File: config.mk
export PLATFORM = sky130hd
export DESIGN_NAME = rv32i_ieu_queue
export DESIGN_NICKNAME = d
export VERILOG_FILES = /design/src/sv/rv32i_ieu_pkg.sv /design/src/sv/rv32i_ieu_queue.sv
export SDC_FILE = /design/constraint.sdc
export NUM_CORES = 1
export LEC_CHECK = 0
export BUFFER_PORTS_ARGS = -buffer_cell sky130_fd_sc_hd__buf_4
export CAP_MARGIN = 15
export CELL_PAD_IN_SITES_DETAIL_PLACEMENT = 1
export CELL_PAD_IN_SITES_GLOBAL_PLACEMENT = 1
export CORE_MARGIN = 2
export CORE_UTILIZATION = 44
export DETAILED_ROUTE_END_ITERATION = 6
export PLACE_DENSITY_LB_ADDON = 0.1
export SLEW_MARGIN = 30
export SYNTH_ARGS = -nofsm -noshare
export SYNTH_HDL_FRONTEND = slang
export SYNTH_SLANG_ARGS = --single-unit
File: constraint.sdc
create_clock -name i_clk -period 5.2 [get_ports i_clk]
set_input_delay 0.78 -clock i_clk [delete_from_list [all_inputs] [get_ports i_clk]]
set_output_delay 0.78 -clock i_clk [all_outputs]
set_load 0.02 [all_outputs]
File: src/sv/rv32i_ieu_pkg.sv
// rv32i_ieu_pkg: types, opcodes and sizing constants shared by the execute unit
// used by the front decoder, the queue, the back end and the top level
`timescale 1ns / 1ps

package rv32i_ieu_pkg;

    // data memory sizing
    localparam int DMEM_WORDS = 1024;
    localparam int DMEM_AW    = $clog2(DMEM_WORDS);
    localparam logic [32:0] MEM_BYTES = 33'(DMEM_WORDS) << 2;

    // decoupling queue
    localparam int QDEPTH = 2;
    localparam int QAW    = $clog2(QDEPTH);

    // reset values
    localparam logic [31:0] RAM_BASE_RST = 32'h8000_0000;
    localparam logic [31:0] START_PC_RST = 32'h8000_0000;

    // configuration register indexes
    localparam int CFG_IDX_W = 1;
    localparam logic [CFG_IDX_W-1:0] CFG_RAM_BASE = 1'b0;
    localparam logic [CFG_IDX_W-1:0] CFG_START_PC = 1'b1;

    // major opcodes
    localparam logic [6:0] OP_LUI    = 7'h37;
    localparam logic [6:0] OP_AUIPC  = 7'h17;
    localparam logic [6:0] OP_JAL    = 7'h6F;
    localparam logic [6:0] OP_JALR   = 7'h67;
    localparam logic [6:0] OP_BRANCH = 7'h63;
    localparam logic [6:0] OP_LOAD   = 7'h03;
    localparam logic [6:0] OP_STORE  = 7'h23;
    localparam logic [6:0] OP_IMM    = 7'h13;
    localparam logic [6:0] OP_REG    = 7'h33;
    localparam logic [6:0] OP_FENCE  = 7'h0F;
    localparam logic [6:0] OP_SYSTEM = 7'h73;

    localparam logic [6:0] F7_ZERO = 7'h00;
    localparam logic [6:0] F7_ALT  = 7'h20;

    // fault codes
    localparam logic [1:0] FLT_NONE = 2'd0;
    localparam logic [1:0] FLT_ILL  = 2'd1;
    localparam logic [1:0] FLT_ADDR = 2'd2;

    typedef enum logic [3:0] {
        K_LUI, K_AUIPC, K_JAL, K_JALR, K_BR, K_LD, K_ST,
        K_ALU, K_NOP, K_ILL, K_PRE
    } t_kind;

    typedef enum logic [3:0] {
        A_ADD, A_SUB, A_SLL, A_SLT, A_SLTU, A_XOR, A_SRL, A_SRA, A_OR, A_AND
    } t_alu_op;

    typedef struct packed {
        logic        mode;
        logic [31:0] instruction;
        logic [9:0]  preload_index;
        logic [31:0] preload_word;
    } t_in_item;

    typedef struct packed {
        logic [31:0] next_pc;
        logic        reg_written;
        logic [4:0]  dest_index;
        logic [31:0] dest_value;
        logic        store_done;
        logic [1:0]  fault;
    } t_out_item;

    // classified item between front and back
    typedef struct packed {
        t_kind       kind;
        t_alu_op     alu;
        logic [2:0]  f3;
        logic [4:0]  rd;
        logic [4:0]  rs1;
        logic [4:0]  rs2;
        logic [31:0] imm;
        logic        use_imm;
        logic [9:0]  pidx;
    } t_uop;

    // program counter load from the configuration port
    typedef struct packed {
        logic        load;
        logic [31:0] value;
    } t_pc_load;

endpackage

File: src/sv/rv32i_ieu_queue.sv
// rv32i_ieu_queue: short fifo of decoded micro-ops between front and back
// depends on rv32i_ieu_pkg
`timescale 1ns / 1ps

module rv32i_ieu_queue (
    input  logic                 i_clk,
    input  logic                 i_rst_n,
    input  logic                 i_push,
    input  rv32i_ieu_pkg::t_uop  i_uop,
    output logic                 o_full,
    input  logic                 i_pop,
    output logic                 o_valid,
    output rv32i_ieu_pkg::t_uop  o_uop
);

    rv32i_ieu_pkg::t_uop              r_q [rv32i_ieu_pkg::QDEPTH];
    logic [rv32i_ieu_pkg::QAW-1:0]    r_wp;
    logic [rv32i_ieu_pkg::QAW-1:0]    r_rp;
    logic [rv32i_ieu_pkg::QAW:0]      r_cnt;
    logic                             push_ok;
    logic                             pop_ok;

    assign o_full  = (r_cnt == (rv32i_ieu_pkg::QAW + 1)'(rv32i_ieu_pkg::QDEPTH));
    assign o_valid = (r_cnt != '0);
    assign o_uop   = r_q[r_rp];
    assign push_ok = i_push && !o_full;
    assign pop_ok  = i_pop && o_valid;

    always_ff @(posedge i_clk) begin
        if (push_ok) r_q[r_wp] <= i_uop;
    end

    always_ff @(posedge i_clk) begin
        if (!i_rst_n) begin
            r_wp  <= '0;
            r_rp  <= '0;
            r_cnt <= '0;
        end else begin
            if (push_ok) r_wp <= r_wp + 1'b1;
            if (pop_ok)  r_rp <= r_rp + 1'b1;
            if (push_ok && !pop_ok)      r_cnt <= r_cnt + 1'b1;
            else if (pop_ok && !push_ok) r_cnt <= r_cnt - 1'b1;
        end
    end

endmodule

After elaboration in Yosys (flattened, before gate mapping)
Memory sizes are Yosys's and may differ from the RTL's. A register that Yosys moved wholly into a read port is not among the register bits.
Index checks and enable logic that the tools add are counted.
- add/sub/neg operators: 4
- eq/ne operators: 1
- mux-type cells: 6
- reduce and logical (&&, ||, !) cells: 9
- operator list (operator ; count):
    1-bit logical AND ; 4
    1-bit 2-to-1 mux ; 4
    2-bit 2-to-1 mux ; 2
    2-bit nonzero test ; 2
    1-bit zero test ; 3
    1-bit adder, second input constant ; 2
    2-bit by 1-bit adder with 2-bit output, second input constant ; 1
    2-bit == test, second input constant ; 1
    2-bit by 1-bit subtractor with 2-bit output, second input constant ; 1
- flip-flop bits (word level): 4
- bits in writable memories: 138
- bits of input ports: 73
- output and inout port bits: 71
- logic and storage cells: 24
- memories kept: 1
- memory list (memory ; words ; bits a word ; rd ports ; clocked after Yosys merged registers in ; write ports ; RTL line ; source):
    r_q ; 2 ; 69 ; 1 ; 1 ; 1 ; rv32i_ieu_queue.sv:16 ; rv32i_ieu_pkg::t_uop r_q [rv32i_ieu_pkg::QDEPTH];

Logic depth before layout (Yosys ltp)
- depth in word-level cells: 7
- gate-level depth with buffers: 7
- depth with buffers taken out: 7

Least setup slack after synthesis
OpenSTA, ideal clock, no wires.
- path type: input to register
- start: input i_push
- end: memory r_q[0][0] (netlist bit), enable pin
- library setup time: 0.485 ns
- arrival: 3.558 ns
- required time: 4.715 ns
- setup slack: 1.157 ns
- cell stages on the path: 2
- path buffers: 0
- path through: inv_1 -> nor3_2
- word-level cells in the longest chain between the ends: 3
- ends and longest elaborated chain (what ; RTL line ; source):
    start: declaration ; rv32i_ieu_queue.sv:8 ; input logic i_push,
    1-bit logical AND ; rv32i_ieu_queue.sv:26 ; assign push_ok = i_push && !o_full;
    1-bit 2-to-1 mux ; rv32i_ieu_queue.sv:30 ; if (push_ok) r_q[r_wp] <= i_uop;
    1-bit 2-to-1 mux (not written as such) ; rv32i_ieu_queue.sv:30 ;
    end: declaration ; rv32i_ieu_queue.sv:16 ;
Every way passes these cells.

==> summary.md <==
| Metric | Value |
|---|---|
| Routability congestion estimate | `about 0.72` |
| Int Pwr | `2740 uW` |
| Die height | `113 microns` |
| WP data required | `~4400 ps` |
| Synthesized area | `0.00525 sq mm` |
| Post-synth net total | `between 300 and 400` |
| Routed wire length | `10400 microns` |
| Die X-Extent | `roughly 110 microns` |
| CTS Buffer Depth | `2` |
| Cts bufs inserted | `17` |
| Max-Slew Margin vs Limit | `45.0%` |
| CTS tree | `yes` |
| Final setup vio count | `0` |
| Total Die Area | `between 0.01 and 0.015 sq mm` |
| Num ports | `between 100 and 150` |
| Clock Skew | `between 3 and 4 ps` |
| Failing checks | `design-rule violations` |
| Worst min-delay path class | `reg -> reg` |
| Antenna Cells | `0` |
| Post-synth EDFFs | `138` |
| RR Startpoint | `r_cnt[0]` |
| Synth unique cells | `23` |
| Arrival @ worst endpoint | `1950 ps` |
| Overflow after GRT | `0` |
| Switch share | `27.8%` |
| Clock latency at the later pin of the worst-skew pair | `between 400 and 500 ps` |
| Final period utilization | `roughly 52%` |
| Starting Density | `a little under half` |
| Vias in the first global route | `2982` |
| Max incr delay on CP | `680 ps` |
| Reg2reg setup slack | `2840 ps` |
| Hold Buf Count CTS | `0` |
| # fillers | `1028` |
| PD cells | `534 mW/mm^2` |
| Total number of vias | `roughly 2700` |
| TritonCTS Sinks | `143` |
| DRT antenna net count | `0` |
| CP max-delay cell | `dfxtp_4` |
| Via density | `4.88` |
| Area grow syn2layout | `35.2%` |
| Initial antenna violation count | `0` |
| Stages on worst setup path | `3` |
| Root Driver | `clkbuf_16` |
| First drt pass iteration count | `7` |
| Slew Viols, Final | `0` |
| Core Region | `between 0.01 and 0.015 sq mm` |
| Max-Cap Viols | `0` |
| Top cell family by delay on the critical path | `flip-flops` |
| Yosys warning total | `0` |
| Slew @ Worst Pin | `824 ps` |
| Tot GR Track Use | `17.0%` |
| Ys flop type | `edfxtp_1` |
| Status | `finished, violations left` |
| Post-CTS setup buffer count | `0` |
| Syn Inst Count | `240` |
| Clock-pin transition on the worst setup and hold timing paths | `50 ps` |
| Worst Setup Start Kind | `flip-flop` |
| Syn Area/Cell | `approximately 22 sq um` |
| Unrepaired setup endpoints after global routing | `no` |
| Sequential power share | `40.4%` |
| Min cycle time layout | `2730 ps` |
| #FFs+latches synth | `143` |
| Nets | `472` |
| Worst reg2reg endpoint | `r_q[1][32]` |
| CP bufs+invs | `2` |
| Post-CTS Resized | `0` |
| Hold path start | `r_cnt[1]` |
| Wirelength per Cell | `18.8 microns` |
| Gate power share | `27.3%` |
| Seq/Total Area, Yosys | `between 80% and 90%` |
| Htree depth | `4` |
| Largest net degree at the start of global routing | `40` |
| Reg area | `0.00425 sq mm` |
| Net switching power | `about 1100 uW` |
| Share of layout cells above drive strength 1 | `60.6%` |
| Global-route wire length before repair | `between 15000 and 20000 microns` |
| Post-layout power | `3790 uW` |
| FP Rows | `39` |
| Setup TNS | `0 ps` |
| Share of total power in the clock network | `32.3%` |
| DRC | `9` |
| Port buffer count | `143` |
| Hold depth | `2` |
| Leakage | `about 0.0027 uW` |
| Critical Path End Type | `primary output` |
| Worst VDD drop | `0.252 mV` |
| Peak Freq | `0.367 GHz` |
| Post-DP HPWL | `around 6600 microns` |
| Async SR Flop Fraction | `0%` |
| Critical path, cell by cell | `buf_12 > mux2_2 > buf_4` |
| Final hold vios | `0` |
| Iter 0 DRT Violations | `136` |
| Hold Path Sink | `r_cnt[1]` |
| Fin util | `61.7%` |
| Multi-input gate area | `951 sq um` |
| CP Class | `reg -> out` |
| R2r worst-path depth | `3` |
| Worst Path Max Fanout | `38` |
| DP Area | `0.00650 sq mm` |
| Fin area | `0.00710 sq mm` |
-- cell type report --
| cell class | instances | area share [%] |
|---|---|---|
| Sequential cell | 143 | 59.8 |
| Clock buffer | 17 | 5.99 |
| Tap cell | 143 | 2.52 |
| Multi-Input combinational cell | 87 | 13.4 |
| Inverter | 2 | 0.106 |
| Timing Repair Buffer | 147 | 15.7 |
| Clock inverter | 15 | 2.47 |
-- power groups by stage --
stage	Sequential [uW]	Clock (uW)	Combinational (uW)
floorplan	1510	0	676
global placement	1590	0	983
detailed placement	1560	0	1050
CTS	1540	1250	1060
global route	1550	1300	1100
finish	1530	1230	1030
-- layout by cell type, fill, tap and decap left out --
cell          n
buf_4       146
edfxtp_1    138
mux2_2       59
clkbuf_16    17
mux2_4       10
clkinv_2      5
bufinv_16     4
clkinv_1      4
dfxtp_1       4
and2_1        3
xnor2_1       2
clkinvlp_4    2
or2_2         1
nand2b_1      1
inv_2         1
inv_1         1
nor2_1        1
o21ai_1       1
and3_2        1
nor3_4        1
a21boi_0      1
o21a_1        1
xor2_1        1
o21ai_0       1
or3_1         1
a21boi_1      1
ha_1          1
dfxtp_4       1
buf_12        1
-- logic make-up after synthesis --
kind of cell	Yosys count	synth area share, %
and+or+nand+nor	9	1.10
buffers and inverters	10	1.26
AOI/OAI and AO/OA	5	0.619
muxes	69	15.5
adders and majority gates	1	0.238
xor gates and xnor gates	3	0.500
DFF	143	80.8
-- flip-flops by register name (all words and copies together), names as in the netlist, named ones only --
signal,cells
r_wp,1
r_q,138
r_cnt,2
r_rp,1
-- cell usage after synthesis (2+ instances only) --
cell type	instances	share of area (%)
edfxtp_1	138	79
and2_1	3	0.36
mux2_2	59	13
buf_2	5	0.48
dfxtp_1	5	1.9
mux2_4	10	2.9
xnor2_1	2	0.33
buf_6	3	0.64
-- worst max-delay path by stage --
stage / start / endpoint / slack (ps)
finish: flip-flop / o_uop[30] / 2470
global route: flip-flop / o_uop[11] / 2370
CTS: flip-flop / o_uop[30] / 2420
detailed placement: i_push / r_q[1][49] / 2570
global placement: i_push / r_q[1][0] / 2610
floorplan: i_push / r_q[0][0] / 1160
-- metrics by stage --
| stage | hold slack [ps] | std cells | worst slack (ps) |
|---|---|---|---|
| 2_1_floorplan | 479 | 240 | 1160 |
| 3_3_place_gp | 495 | 521 | 2610 |
| 3_5_place_dp | 520 | 522 | 2570 |
| 4_1_cts | 538 | 554 | 2420 |
| 5_1_grt | 538 | 554 | 2370 |
| 6_report | 541 | 554 | 2470 |
-- worst reg2reg max path: stages (launching register included) --
cell      delay (ps)
dfxtp_1          420
nand2b_1         200
and3_2           760
buf_4            600
-- per-layer routing --
metal	up-vias	global-route usage, %	share of wire [%]
met5	-	0	0
met4	0	8.46	2.1
met3	14	4.77	5.7
met2	88	28.9	53
met1	1345	19.8	39
li1	1259	-	-
Power figures use the tool's default switching activity.
