### src/sv/rv32i_ieu_pkg.sv
// rv32i_ieu_pkg: types, opcodes and sizing constants shared by the execute unit
// used by the front decoder, the queue, the back end and the top level
`timescale 1ns / 1ps

package rv32i_ieu_pkg;

    // data memory sizing
    localparam int DMEM_WORDS = 1024;
    localparam int DMEM_AW    = $clog2(DMEM_WORDS);
    localparam logic [32:0] MEM_BYTES = 33'(DMEM_WORDS) << 2;

    // decoupling queue
    localparam int QDEPTH = 2;
    localparam int QAW    = $clog2(QDEPTH);

    // reset values
    localparam logic [31:0] RAM_BASE_RST = 32'h8000_0000;
    localparam logic [31:0] START_PC_RST = 32'h8000_0000;

    // configuration register indexes
    localparam int CFG_IDX_W = 1;
    localparam logic [CFG_IDX_W-1:0] CFG_RAM_BASE = 1'b0;
    localparam logic [CFG_IDX_W-1:0] CFG_START_PC = 1'b1;

    // major opcodes
    localparam logic [6:0] OP_LUI    = 7'h37;
    localparam logic [6:0] OP_AUIPC  = 7'h17;
    localparam logic [6:0] OP_JAL    = 7'h6F;
    localparam logic [6:0] OP_JALR   = 7'h67;
    localparam logic [6:0] OP_BRANCH = 7'h63;
    localparam logic [6:0] OP_LOAD   = 7'h03;
    localparam logic [6:0] OP_STORE  = 7'h23;
    localparam logic [6:0] OP_IMM    = 7'h13;
    localparam logic [6:0] OP_REG    = 7'h33;
    localparam logic [6:0] OP_FENCE  = 7'h0F;
    localparam logic [6:0] OP_SYSTEM = 7'h73;

    localparam logic [6:0] F7_ZERO = 7'h00;
    localparam logic [6:0] F7_ALT  = 7'h20;

    // fault codes
    localparam logic [1:0] FLT_NONE = 2'd0;
    localparam logic [1:0] FLT_ILL  = 2'd1;
    localparam logic [1:0] FLT_ADDR = 2'd2;

    typedef enum logic [3:0] {
        K_LUI, K_AUIPC, K_JAL, K_JALR, K_BR, K_LD, K_ST,
        K_ALU, K_NOP, K_ILL, K_PRE
    } t_kind;

    typedef enum logic [3:0] {
        A_ADD, A_SUB, A_SLL, A_SLT, A_SLTU, A_XOR, A_SRL, A_SRA, A_OR, A_AND
    } t_alu_op;

    typedef struct packed {
        logic        mode;
        logic [31:0] instruction;
        logic [9:0]  preload_index;
        logic [31:0] preload_word;
    } t_in_item;

    typedef struct packed {
        logic [31:0] next_pc;
        logic        reg_written;
        logic [4:0]  dest_index;
        logic [31:0] dest_value;
        logic        store_done;
        logic [1:0]  fault;
    } t_out_item;

    // classified item between front and back
    typedef struct packed {
        t_kind       kind;
        t_alu_op     alu;
        logic [2:0]  f3;
        logic [4:0]  rd;
        logic [4:0]  rs1;
        logic [4:0]  rs2;
        logic [31:0] imm;
        logic        use_imm;
        logic [9:0]  pidx;
    } t_uop;

    // program counter load from the configuration port
    typedef struct packed {
        logic        load;
        logic [31:0] value;
    } t_pc_load;

endpackage

### src/sv/rv32i_ieu_front.sv
// rv32i_ieu_front: decodes an accepted transaction into a classified micro-op
// depends on rv32i_ieu_pkg
`timescale 1ns / 1ps

module rv32i_ieu_front (
    input  rv32i_ieu_pkg::t_in_item i_item,
    output rv32i_ieu_pkg::t_uop     o_uop
);

    logic [31:0] ins;
    logic [6:0]  op;
    logic [2:0]  f3;
    logic [6:0]  f7;
    logic [31:0] immi;
    logic [31:0] imms;
    logic [31:0] immb;
    logic [31:0] immj;
    logic [31:0] immu;

    assign ins  = i_item.instruction;
    assign op   = ins[6:0];
    assign f3   = ins[14:12];
    assign f7   = ins[31:25];
    assign immi = {{20{ins[31]}}, ins[31:20]};
    assign imms = {{20{ins[31]}}, ins[31:25], ins[11:7]};
    assign immb = {{19{ins[31]}}, ins[31], ins[7], ins[30:25], ins[11:8], 1'b0};
    assign immj = {{11{ins[31]}}, ins[31], ins[19:12], ins[20], ins[30:21], 1'b0};
    assign immu = {ins[31:12], 12'b0};

    always_comb begin
        o_uop         = '0;
        o_uop.kind    = rv32i_ieu_pkg::K_ILL;
        o_uop.alu     = rv32i_ieu_pkg::A_ADD;
        o_uop.f3      = f3;
        o_uop.rd      = ins[11:7];
        o_uop.rs1     = ins[19:15];
        o_uop.rs2     = ins[24:20];
        o_uop.imm     = immi;
        o_uop.use_imm = 1'b1;
        o_uop.pidx    = i_item.preload_index;
        if (i_item.mode) begin
            o_uop.kind = rv32i_ieu_pkg::K_PRE;
            o_uop.imm  = i_item.preload_word;
        end else begin
            unique case (op) inside
                rv32i_ieu_pkg::OP_LUI: begin
                    o_uop.kind = rv32i_ieu_pkg::K_LUI;
                    o_uop.imm  = immu;
                end
                rv32i_ieu_pkg::OP_AUIPC: begin
                    o_uop.kind = rv32i_ieu_pkg::K_AUIPC;
                    o_uop.imm  = immu;
                end
                rv32i_ieu_pkg::OP_JAL: begin
                    o_uop.kind = rv32i_ieu_pkg::K_JAL;
                    o_uop.imm  = immj;
                end
                rv32i_ieu_pkg::OP_JALR: begin
                    if (f3 == 3'd0) o_uop.kind = rv32i_ieu_pkg::K_JALR;
                end
                rv32i_ieu_pkg::OP_BRANCH: begin
                    o_uop.imm = immb;
                    if (f3 != 3'd2 && f3 != 3'd3) o_uop.kind = rv32i_ieu_pkg::K_BR;
                end
                rv32i_ieu_pkg::OP_LOAD: begin
                    if (f3 != 3'd3 && f3 <= 3'd5) o_uop.kind = rv32i_ieu_pkg::K_LD;
                end
                rv32i_ieu_pkg::OP_STORE: begin
                    o_uop.imm = imms;
                    if (f3 <= 3'd2) o_uop.kind = rv32i_ieu_pkg::K_ST;
                end
                rv32i_ieu_pkg::OP_IMM: begin
                    o_uop.kind = rv32i_ieu_pkg::K_ALU;
                    case (f3)
                        3'd0: o_uop.alu = rv32i_ieu_pkg::A_ADD;
                        3'd1: begin
                            o_uop.alu = rv32i_ieu_pkg::A_SLL;
                            if (f7 != rv32i_ieu_pkg::F7_ZERO) o_uop.kind = rv32i_ieu_pkg::K_ILL;
                        end
                        3'd2: o_uop.alu = rv32i_ieu_pkg::A_SLT;
                        3'd3: o_uop.alu = rv32i_ieu_pkg::A_SLTU;
                        3'd4: o_uop.alu = rv32i_ieu_pkg::A_XOR;
                        3'd5: begin
                            if (f7 == rv32i_ieu_pkg::F7_ZERO) begin
                                o_uop.alu = rv32i_ieu_pkg::A_SRL;
                            end else if (f7 == rv32i_ieu_pkg::F7_ALT) begin
                                o_uop.alu = rv32i_ieu_pkg::A_SRA;
                            end else begin
                                o_uop.kind = rv32i_ieu_pkg::K_ILL;
                            end
                        end
                        3'd6: o_uop.alu = rv32i_ieu_pkg::A_OR;
                        default: o_uop.alu = rv32i_ieu_pkg::A_AND;
                    endcase
                end
                rv32i_ieu_pkg::OP_REG: begin
                    o_uop.use_imm = 1'b0;
                    o_uop.kind    = rv32i_ieu_pkg::K_ALU;
                    if (f7 != rv32i_ieu_pkg::F7_ZERO &&
                        !(f7 == rv32i_ieu_pkg::F7_ALT && (f3 == 3'd0 || f3 == 3'd5))) begin
                        o_uop.kind = rv32i_ieu_pkg::K_ILL;
                    end
                    case (f3)
                        3'd0: o_uop.alu = (f7 == rv32i_ieu_pkg::F7_ALT) ?
                                          rv32i_ieu_pkg::A_SUB : rv32i_ieu_pkg::A_ADD;
                        3'd1: o_uop.alu = rv32i_ieu_pkg::A_SLL;
                        3'd2: o_uop.alu = rv32i_ieu_pkg::A_SLT;
                        3'd3: o_uop.alu = rv32i_ieu_pkg::A_SLTU;
                        3'd4: o_uop.alu = rv32i_ieu_pkg::A_XOR;
                        3'd5: o_uop.alu = (f7 == rv32i_ieu_pkg::F7_ALT) ?
                                          rv32i_ieu_pkg::A_SRA : rv32i_ieu_pkg::A_SRL;
                        3'd6: o_uop.alu = rv32i_ieu_pkg::A_OR;
                        default: o_uop.alu = rv32i_ieu_pkg::A_AND;
                    endcase
                end
                rv32i_ieu_pkg::OP_FENCE, rv32i_ieu_pkg::OP_SYSTEM: begin
                    o_uop.kind = rv32i_ieu_pkg::K_NOP;
                end
                default: o_uop.kind = rv32i_ieu_pkg::K_ILL;
            endcase
        end
    end

endmodule

### config.mk
export PLATFORM = sky130hd
export DESIGN_NAME = rv32i_ieu_front
export DESIGN_NICKNAME = d
export VERILOG_FILES = /design/src/sv/rv32i_ieu_pkg.sv /design/src/sv/rv32i_ieu_front.sv
export SDC_FILE = /design/constraint.sdc
export NUM_CORES = 1
export LEC_CHECK = 0
export ABC_AREA = 0
export BUFFER_PORTS_ARGS = -buffer_cell sky130_fd_sc_hd__buf_2
export CAP_MARGIN = 20
export CORE_MARGIN = 2
export CORE_UTILIZATION = 35
export DETAILED_ROUTE_END_ITERATION = 10
export GPL_TIMING_DRIVEN = 1
export PLACE_DENSITY = 0.78
export SYNTH_ARGS = -nofsm -noshare
export SYNTH_HDL_FRONTEND = slang
export SYNTH_SLANG_ARGS = --single-unit
### constraint.sdc
create_clock -name vclk -period 2.16
set_input_delay 0.432 -clock vclk [all_inputs]
set_output_delay 0.432 -clock vclk [all_outputs]
set_load 0.02 [all_outputs]
Word-level counts from Yosys, hierarchy flattened. Index checks and enable logic that the tools add are counted.

Input port bits: 75. Flip-flop bits (word level): 0.

Reduce and logical (&&, ||, !) cells: 11. $lt $le $gt $ge: 2. Equal/unequal tests: 20. Mux-type cells: 23.

Operators with widths (number): 31-bit one-hot mux with 4 select lines (1); 4-bit one-hot mux with 7 select lines (2); 4-bit two-way mux (10); 4-bit one-hot mux with 10 select lines (1); 32-bit two-way mux (1); 7-bit by 6-bit == test with 1-bit output (second input constant) (4); 7-bit == test (second input constant) (4); 4-bit one-hot mux with 2 select lines (2); 7-bit by 5-bit == test with 1-bit output (second input constant) (2); 3-bit == test (second input constant) (3); 7-bit by 2-bit == test with 1-bit output (second input constant) (1); 7-bit by 4-bit == test with 1-bit output (second input constant) (1); 7-bit logical NOT (1); 7-bit nonzero test (1); 3-bit by 2-bit == test with 1-bit output (second input constant) (2); 3-bit two-way mux (2); 3-bit by 2-bit inequality test with 1-bit output (second input constant) (2); 1-bit logical AND (4); 1-bit two-way mux (4); 2-bit OR reduction (2); 3-bit by 1-bit == test with 1-bit output (second input constant) (1); 3-bit by 2-bit less-or-equal comparator with 1-bit output (second input constant) (1); 3-bit less-or-equal comparator (second input constant) (1); 3-bit logical NOT (1); 2 further kinds (2).

Depth between registers and ports, before layout.
Word-level depth: 8. Gate-level depth with buffers: 6. Gate-level depth less buffers: 4.

Worst setup path after synthesis. No wires, ideal clock.

Path kind: input-to-output. Start point: in i_item[44] (netlist name). End point: out o_uop[32] (netlist name). Arrival: 1.784 ns. Buffers on the path: 2. Stages: 6. Path slack: -0.056 ns. Cells stage by stage: buf_2 > and3_1 > a21oi_1 > clkbuf_1 > a21oi_1 > o21ai_0.

RTL lines: start, declared (line rv32i_ieu_front.sv:6) `input rv32i_ieu_pkg::t_in_item i_item,`; end, declared (line rv32i_ieu_front.sv:7) `output rv32i_ieu_pkg::t_uop o_uop`.

==> reports/results.ini <==
[sta]
fin_ws_ns=-0.0434
min_period_ns=2.20
post-route-period-util_pct=102
relSlewSlack_pct=74.6
rsz0062_at_grt=true
hold_violations=0
worst_slew_pin_slew_ns=0.376
fin_tns_setup_ns=-0.0434
final_max_slew_viol_count=0
fmax_mhz=454
setup-violations-final=1

[detailed_routing]
via_per_inst=5.30
drt-pass1-iter-count=6
drt_iter0_drc=148
drc=0
wl_um=6220
antenna_left=0
post_drt_wl_per_cell_um=14.7
vias=2246

[cells_and_area]
fin_util_pct=60.4
clkbuf_count=0
layout-drive-gt1-share_pct=50.3
layout.cells.non_filler=424
seq_cells=0
nNetsFinal=451
synthToLayoutAreaGrowth_pct=62.6
regArea_um2=0
diodes=0

[setup_path]
cp_top_family=buffers and inverters
critPathArrivalTime_ns=1.77
cp_cell_sequence=buf_12 -> buf_8 -> buf_4 -> nor4b_1 -> a22oi_1 -> a2bb2oi_1 -> nand4b_1 -> buf_4
crit_fanout=6
max_stage_delay_ns=0.39
crit_type=in2out
cp_slowest_cell=nor4b_1
crit_path_start_kind=primary input
cp_num_buf_inv=4
endpoint_kind=output pin
required_ns=1.73
crit_path_frequent_cell=buf_4

[power]
ir_drop_uv=77.9
power.total_w=0.000513
p_sw_share_pct=56.5
p_leak_nw=1.21
pwr-share-comb_pct=100.0
p_switching_w=0.000290
power_per_cell_area_nw_per_um2=209
p_int_w=0.000223
clock_power_share_pct=0
sequentialPowerShare_pct=0

[placed_design]
dpl.hpwl_um=4430
port_buffers=124
place_congestion=0.872
dp.cells=414

[floorplanning]
rows=23
initial_core_util_pct=37.1
core_area_um2=4060
fp.dieArea_um2=4840
die_w_um=69.6
boundaryPins=144
die_y_um=69.6

[run]
drv_cap=0

[min_path]
hold_end=o_uop[2]
worst_hold_path.num_cells=0
min_path_type=in2out
min-delay-start=i_item[34]

[global_routing]
grt_usage_pct=21.9
grt_pass1_wl_um=9250
grt_max_degree=66
grt_pass1_vias=2020
grt-ovfl-total=0
grt_antenna_before_repair=0

[yosys]
yosysWarningCount=0
synth_top_area_share_pct=15.0
synth_area_leaders=buf_4 (15%), nand2_1 (12%), o21ai_0 (11%), a21oi_1 (6.0%), mux2i_1 (6.0%)
synth_compound_area_share_pct=33.6
yosysSeqAreaShare_pct=0
postSynthCellCount=256
synth_cell_types=52
synth_largest_area_cell=buf_4
synth_top_family_by_area=simple AND/OR/NAND/NOR gates
synthAdderAreaFrac_pct=0
synth_xor_area_share_pct=1.74
syn_nets=331
synthMuxAreaShare_pct=5.98
synthSimpleGateAreaFrac_pct=35.5
syn_area_um2=1510
avgSynthCellArea_um2=5.88

[clock_tree]
ctsHoldBuffers=0

[status]
violations=setup timing
status=complete, but fails checks

==> stage by stage <==
step                hold slack [ns]  setup slack (ns)  instance area, µm²
floorplan                     0.977            0.0325                1510
global placement              0.864           -0.0356                2150
detailed placement            0.864           -0.0820                2150
CTS                           0.864           -0.0139                2210
global route                  0.864            -0.111                2450
finish                        0.864           -0.0434                2450
==> cells in the final DEF (no fill, tap or decap), types with 4 or more instances in the layout <==
cell type | Yosys | final
buf_2 | 5 | 110
nand2_1 | 50 | 50
buf_4 | 30 | 45
o21ai_1 | 0 | 20
a21oi_1 | 18 | 17
o21ai_0 | 34 | 14
nor2_1 | 14 | 13
mux2i_1 | 9 | 9
inv_1 | 8 | 8
buf_6 | 1 | 6
nand2b_1 | 6 | 5
nor3_1 | 5 | 4
o221ai_1 | 4 | 4
buf_8 | 0 | 4
==> power groups by stage <==
stage / registers [W] / logic, W / clock network (W)
finish: 0 / 0.000513 / 0
global route: 0 / 0.000553 / 0
CTS: 0 / 0.000460 / 0
detailed placement: 0 / 0.000449 / 0
global placement: 0 / 0.000443 / 0
floorplan: 0 / 0.000302 / 0
==> cell families (layout without fill, tap and decap cells) <==
group,count (synthesis),in the layout
simple gates,105,105
compound gates,80,80
buf+inv,59,177
mux,9,9
xor+xnor,3,3
==> Yosys cell counts (2+ instances only) <==
library cell,instances
a21oi_1,18
a31oi_1,5
and2_1,2
and3_1,3
and3b_1,2
buf_1,2
buf_2,5
buf_4,30
clkbuf_1,12
inv_1,8
mux2i_1,9
nand2_1,50
nand2b_1,6
nand3_1,2
nand3b_1,2
nand4b_1,2
nor2_1,14
nor2b_1,3
nor3_1,5
nor3b_1,2
nor4b_1,2
o21a_1,2
o21ai_0,34
o221ai_1,4
o22ai_1,3
o32a_1,2
xor2_1,2
==> layout make-up <==
| type | instances | area (µm²) |
|---|---|---|
| timing repair buffer | 169 | 1100 |
| tap | 50 | 62.6 |
| multi-input combinational | 197 | 1260 |
| inverter | 8 | 30.0 |
| fill | 381 | 1610 |
==> worst max path at each step <==
stage	startpoint	depth (start not counted)	endpoint
after global placement	i_item[44]	8	o_uop[27]
after floorplan	i_item[48]	5	o_uop[68]
final	i_item[46]	8	o_uop[68]
after detailed placement	i_item[45]	6	o_uop[68]
after CTS	i_item[48]	6	o_uop[68]
after global routing	i_item[46]	8	o_uop[68]
==> routing by layer <==
| layer | share of wire [%] | track usage (%) |
|---|---|---|
| met5 | 0 | 0 |
| met3 | 7.0 | 1.31 |
| met2 | 51 | 40.6 |
| met4 | 0.61 | 2.40 |
| met1 | 42 | 28.5 |
==> repair_timing <==
item                                    4_1_cts  5_1_grt
resized for setup                            18       40
pin swaps                                     2        8
buffers inserted                              0        9
endpoints found under the setup margin       18       29
gates cloned                                  0        1
Note: power is estimated with default switching activity, not from simulation.
